===== src/rtl/satag_pkg.sv =====
package satag_pkg;

  localparam int unsigned NumSets = 64;
  localparam int unsigned NumWays = 8;
  localparam int unsigned DataW   = 32;
  localparam int unsigned SetW    = (NumSets > 1) ? $clog2(NumSets) : 1;
  localparam int unsigned WayW    = (NumWays > 1) ? $clog2(NumWays) : 1;

  localparam logic ActLookup  = 1'b0;
  localparam logic ActInstall = 1'b1;

  localparam logic PolicyLru = 1'b0;
  localparam logic PolicyLfu = 1'b1;

  localparam int unsigned CntRdAcc   = 0;
  localparam int unsigned CntWrAcc   = 1;
  localparam int unsigned CntRdMiss  = 2;
  localparam int unsigned CntWrMiss  = 3;
  localparam int unsigned CntDirtyEv = 4;
  localparam int unsigned NumCnt     = 5;

  typedef struct packed {
    logic             action;
    logic [DataW-1:0] line_addr;
    logic             write_flag;
  } req_t;

  typedef struct packed {
    logic             hit;
    logic [2:0]       victim_way;
    logic             evicted_valid;
    logic             evicted_dirty;
    logic [DataW-1:0] evicted_tag;
    logic [DataW-1:0] read_accesses;
    logic [DataW-1:0] write_accesses;
    logic [DataW-1:0] read_misses;
    logic [DataW-1:0] write_misses;
    logic [DataW-1:0] dirty_evictions;
  } rsp_t;

  typedef struct packed {
    logic             valid;
    logic             dirty;
    logic [DataW-1:0] tag;
    logic [DataW-1:0] stamp;
    logic [DataW-1:0] count;
  } way_t;

  typedef way_t [NumWays-1:0] set_row_t;

  typedef struct packed {
    logic capture;
    logic mem_rd;
    logic scan;
    logic commit;
  } ctrl_cmd_t;

  typedef struct packed {
    logic scan_last;
    logic rsp_busy;
  } ctrl_sts_t;

  typedef enum logic [1:0] {
    StIdle,
    StRead,
    StScan,
    StCommit
  } state_e;

endpackage


===== src/rtl/satag_ctrl.sv =====
module satag_ctrl (
  input  logic                 clk_i,
  input  logic                 rst_ni,
  input  logic                 req_valid_i,
  output logic                 req_ready_o,
  input  satag_pkg::ctrl_sts_t sts_i,
  output satag_pkg::ctrl_cmd_t cmd_o
);
  import satag_pkg::*;

  state_e state_q, state_d;

  always_ff @(posedge clk_i or negedge rst_ni) begin
    if (!rst_ni) begin
      state_q <= StIdle;
    end else begin
      state_q <= state_d;
    end
  end

  always_comb begin
    state_d = state_q;
    case (state_q)
      StIdle: begin
        if (req_valid_i) begin
          state_d = StRead;
        end
      end
      StRead: begin
        state_d = StScan;
      end
      StScan: begin
        if (sts_i.scan_last) begin
          state_d = StCommit;
        end
      end
      StCommit: begin
        if (!sts_i.rsp_busy) begin
          state_d = StIdle;
        end
      end
      default: begin
        state_d = StIdle;
      end
    endcase
  end

  always_comb begin
    req_ready_o = 1'b0;
    cmd_o       = '0;
    case (state_q)
      StIdle: begin
        req_ready_o   = 1'b1;
        cmd_o.capture = req_valid_i;
      end
      StRead: begin
        cmd_o.mem_rd = 1'b1;
      end
      StScan: begin
        cmd_o.scan = 1'b1;
      end
      StCommit: begin
        cmd_o.commit = !sts_i.rsp_busy;
      end
      default: begin
        req_ready_o = 1'b0;
      end
    endcase
  end

endmodule


===== config.mk =====
export PLATFORM = sky130hd
export DESIGN_NAME = satag_ctrl
export DESIGN_NICKNAME = d
export VERILOG_FILES = /design/src/rtl/satag_pkg.sv /design/src/rtl/satag_ctrl.sv
export SDC_FILE = /design/constraint.sdc
export NUM_CORES = 1
export LEC_CHECK = 0
export BUFFER_PORTS_ARGS = -buffer_cell sky130_fd_sc_hd__buf_4
export CAP_MARGIN = 20
export CORE_AREA = 3 3 40 42
export DETAILED_ROUTE_END_ITERATION = 8
export DIE_AREA = 0 0 43 45
export PLACE_DENSITY = 0.37
export SLEW_MARGIN = 40
export SYNTH_ARGS = -nofsm -noshare
export SYNTH_HDL_FRONTEND = slang
export SYNTH_SLANG_ARGS = --single-unit

===== constraint.sdc =====
create_clock -name clk_i -period 1.5 [get_ports clk_i]
set_input_delay 0.15 -clock clk_i [delete_from_list [all_inputs] [get_ports clk_i]]
set_output_delay 0.15 -clock clk_i [all_outputs]
set_load 0.005 [all_outputs]

==> summary.md <==
| Metric | Value |
|---|---|
| Flops & latches, synth | 2 |
| Root Driver | clkbuf_4 |
| Most common cell after layout, fill and taps aside | buf_4 |
| Net Sw Frac | 34.81% |
| CP Class | flip-flop to flip-flop |
| Layout cells sized above 1 | 53.33% |
| Slew HR | approximately 87% |
| GRT Overall Usage | 5.662% |
| Max FFs per register | 2 |
| Pre-Repair DR Iteration Count | 2 |
| First-pass GRT wire length | 703 um |
| Synthesized area | 175.2 um^2 |
| Final Hold Vio Count | 0 |
| Combinational power share | 60.2% |
| Run status | completed |
| # port buffers | 9 |
| Initial drt markers | 1 |
| Post-route ant nets | 0 |
| GRT Max-Usage Layer | met4 |
| Most frequent cells in the layout | buf_4, inv_1, ha_1 |
| Data arrival, critical path | 1.48 ns |
| Final cell count without fillers | 45 |
| Area grow syn2layout | 67.86% |
| Leak pwr | 0.0001576 uW |
| Flop pwr share | between 10% and 20% |
| CTS Buf Count | 3 |
| Nature of the critical path endpoint | flip-flop |
| Max clock buf depth | 2 |
| CP max FO | 3 |
| Met2 usage | 6.587% |
| Die height | around 45 um |
| Reg clk slew, reported paths | around 0.030 ns |
| H-tree Lvls | 1 |
| Setup_tns | 0 ns |
| DRC violations left | 0 |
| Data required, critical path | 1.60 ns |
| Fmax | between 700 and 800 MHz |
| Initial antenna violation count | 0 |
| Biggest regs | state_q (2) |
| Total vias in the final route | 156 |
| Mapped Avg Cell Area | between 10 and 15 um^2 |
| Cell Int Power | between 300 and 400 uW |
| Cell variety after synth | 10 |
| Most flop-heavy register | state_q |
| Met1 Use GR | 5.542% |
| Clock Skew | 0.002121 ns |
| Total Wirelength | 383 um |
| IO Count | 10 |
| Vias in the first global route | around 170 |
| Psw | 200.6 uW |
| Post-synth net total | 26 |
| Nets | a little over 40 |
| Clock Power Share | 20.5% |
| Tightest Pin Transition | between 0.2 and 0.25 ns |
| VDD IR max | 575.0 uV |
| Initial Util | 13.63% |
| RSZ-0062 raised after global routing | no |
| Largest net degree at the start of global routing | 5 |
| Antenna diodes | 0 |
| Post-DP HPWL | 312.6 um |
| Overflow after GRT | 0 |
| Setup-failing EPs final | 0 |
| Cts repair resizes | 0 |
| Register area share after synthesis | 28.57% |
| Core footprint | 1285 um^2 |
| Post-CTS setup buffers | 0 |
| Die Wd | 43 um |
| Post-CTS Hold Buffers | 1 |
| Total number of yosys warnings | 0 |
| GR Util met3 | 3.187% |
| Max Cap Viol | 0 |
| Pins Over Slew Limit | 0 |
| Routed vias/inst | 3.467 |
| WL per Instance | 8.511 um |
| Clk Latency, worst-skew pair | 0.22 ns |
| Final Cycle Share | 91.63% |
| Cells after synthesis | 17 |
| CTS sink count | 2 |
| Tmin final | 1.374 ns |
| Startpoint types | flip-flop |
| Placed insts | 41 |
| Rows | 13 |
| CTS tree | done |
| RePlAce Congestion | 0.7239 |
| Hold/Removal Path Class | input pin to async pin |
| Cell Pwr Density | 1960 nW/um^2 |
| Full die area | 1935 um^2 |
[cell families after synthesis]
kind of cell             synth area share, %
AND/OR/NAND/NOR                        14.29
flip-flops                             28.57
adder cells (fa/ha/maj)                28.57
multiplexers                           8.569
buffers and inverters                  8.569
AO/OA/AOI/OAI                          11.42
[critical path, stage by stage, from the launching register on]
cell      delay, ns
dfrtp_1        0.39
inv_1          0.10
ha_1           0.18
inv_1          0.07
o221ai_2       0.19
mux2_4         0.33
[stage by stage]
| step | power [uW] | area (um^2) | hold WS, ns | util (%) | setup slack [ns] |
|---|---|---|---|---|---|
| after detailed placement | 464.8 | 261.5 | -0.06566 | 20.35 | 0.1130 |
| after global placement | 463.0 | 261.5 | -0.06786 | 20.35 | 0.1404 |
| after CTS | 596.7 | 294.0 | 0.2337 | 22.88 | 0.1088 |
| final | 576.3 | 294.0 | 0.2494 | 22.88 | 0.1256 |
| after global routing | 657.2 | 294.0 | 0.2299 | 22.88 | 0.02392 |
| after floorplan | 330.6 | 175.2 | -0.1456 | - | 0.1723 |
[routing by layer]
layer	routed length (um)	share of wire [%]
met1	179	47
met5	0	0
met4	15	3.9
met3	60	16
met2	128	33
[power by group through the flow]
stage	Sequential, uW	Combinational (uW)	Clock [uW]
6_report	111	347	118
5_1_grt	119	399	139
4_1_cts	113	356	128
3_5_place_dp	114	351	0
3_3_place_gp	113	350	0
2_1_floorplan	107	224	0
[final cells by class]
| type | instances | area (um^2) |
|---|---|---|
| Fill cell | 145 | 991.0 |
| Sequential cell | 2 | 50.05 |
| Multi-Input combinational cell | 11 | 110.1 |
| Clock buffer | 3 | 22.52 |
| Timing Repair Buffer | 10 | 77.57 |
| Inverter | 4 | 15.01 |
| Tap cell | 15 | 18.77 |
[synthesized netlist by cell type (all sizes together)]
library cell,n,share of area (%)
ha,4,29
dfrtp,2,29
mux2,1,8.6
a21oi,1,2.9
and3,1,4.3
o221ai,1,8.6
nand2,1,2.1
and2,1,4.3
inv,4,8.6
nor2b,1,3.6
[worst paths after layout]
check	startpoint	to	slack, ns	depth (start not counted)
worst max-delay path	state_q[0]	state_q[1]	0.13	5
max in group asynchronous	rst_ni	state_q[0]	1.16	2
worst max register to register	state_q[0]	state_q[1]	0.13	5
min in group clk_i	sts_i[0]	state_q[0]	0.29	4
worst min register to register	state_q[1]	state_q[1]	0.58	1
worst min-delay path	rst_ni	state_q[1]	0.25	2
Power figures use the tool's default switching activity.
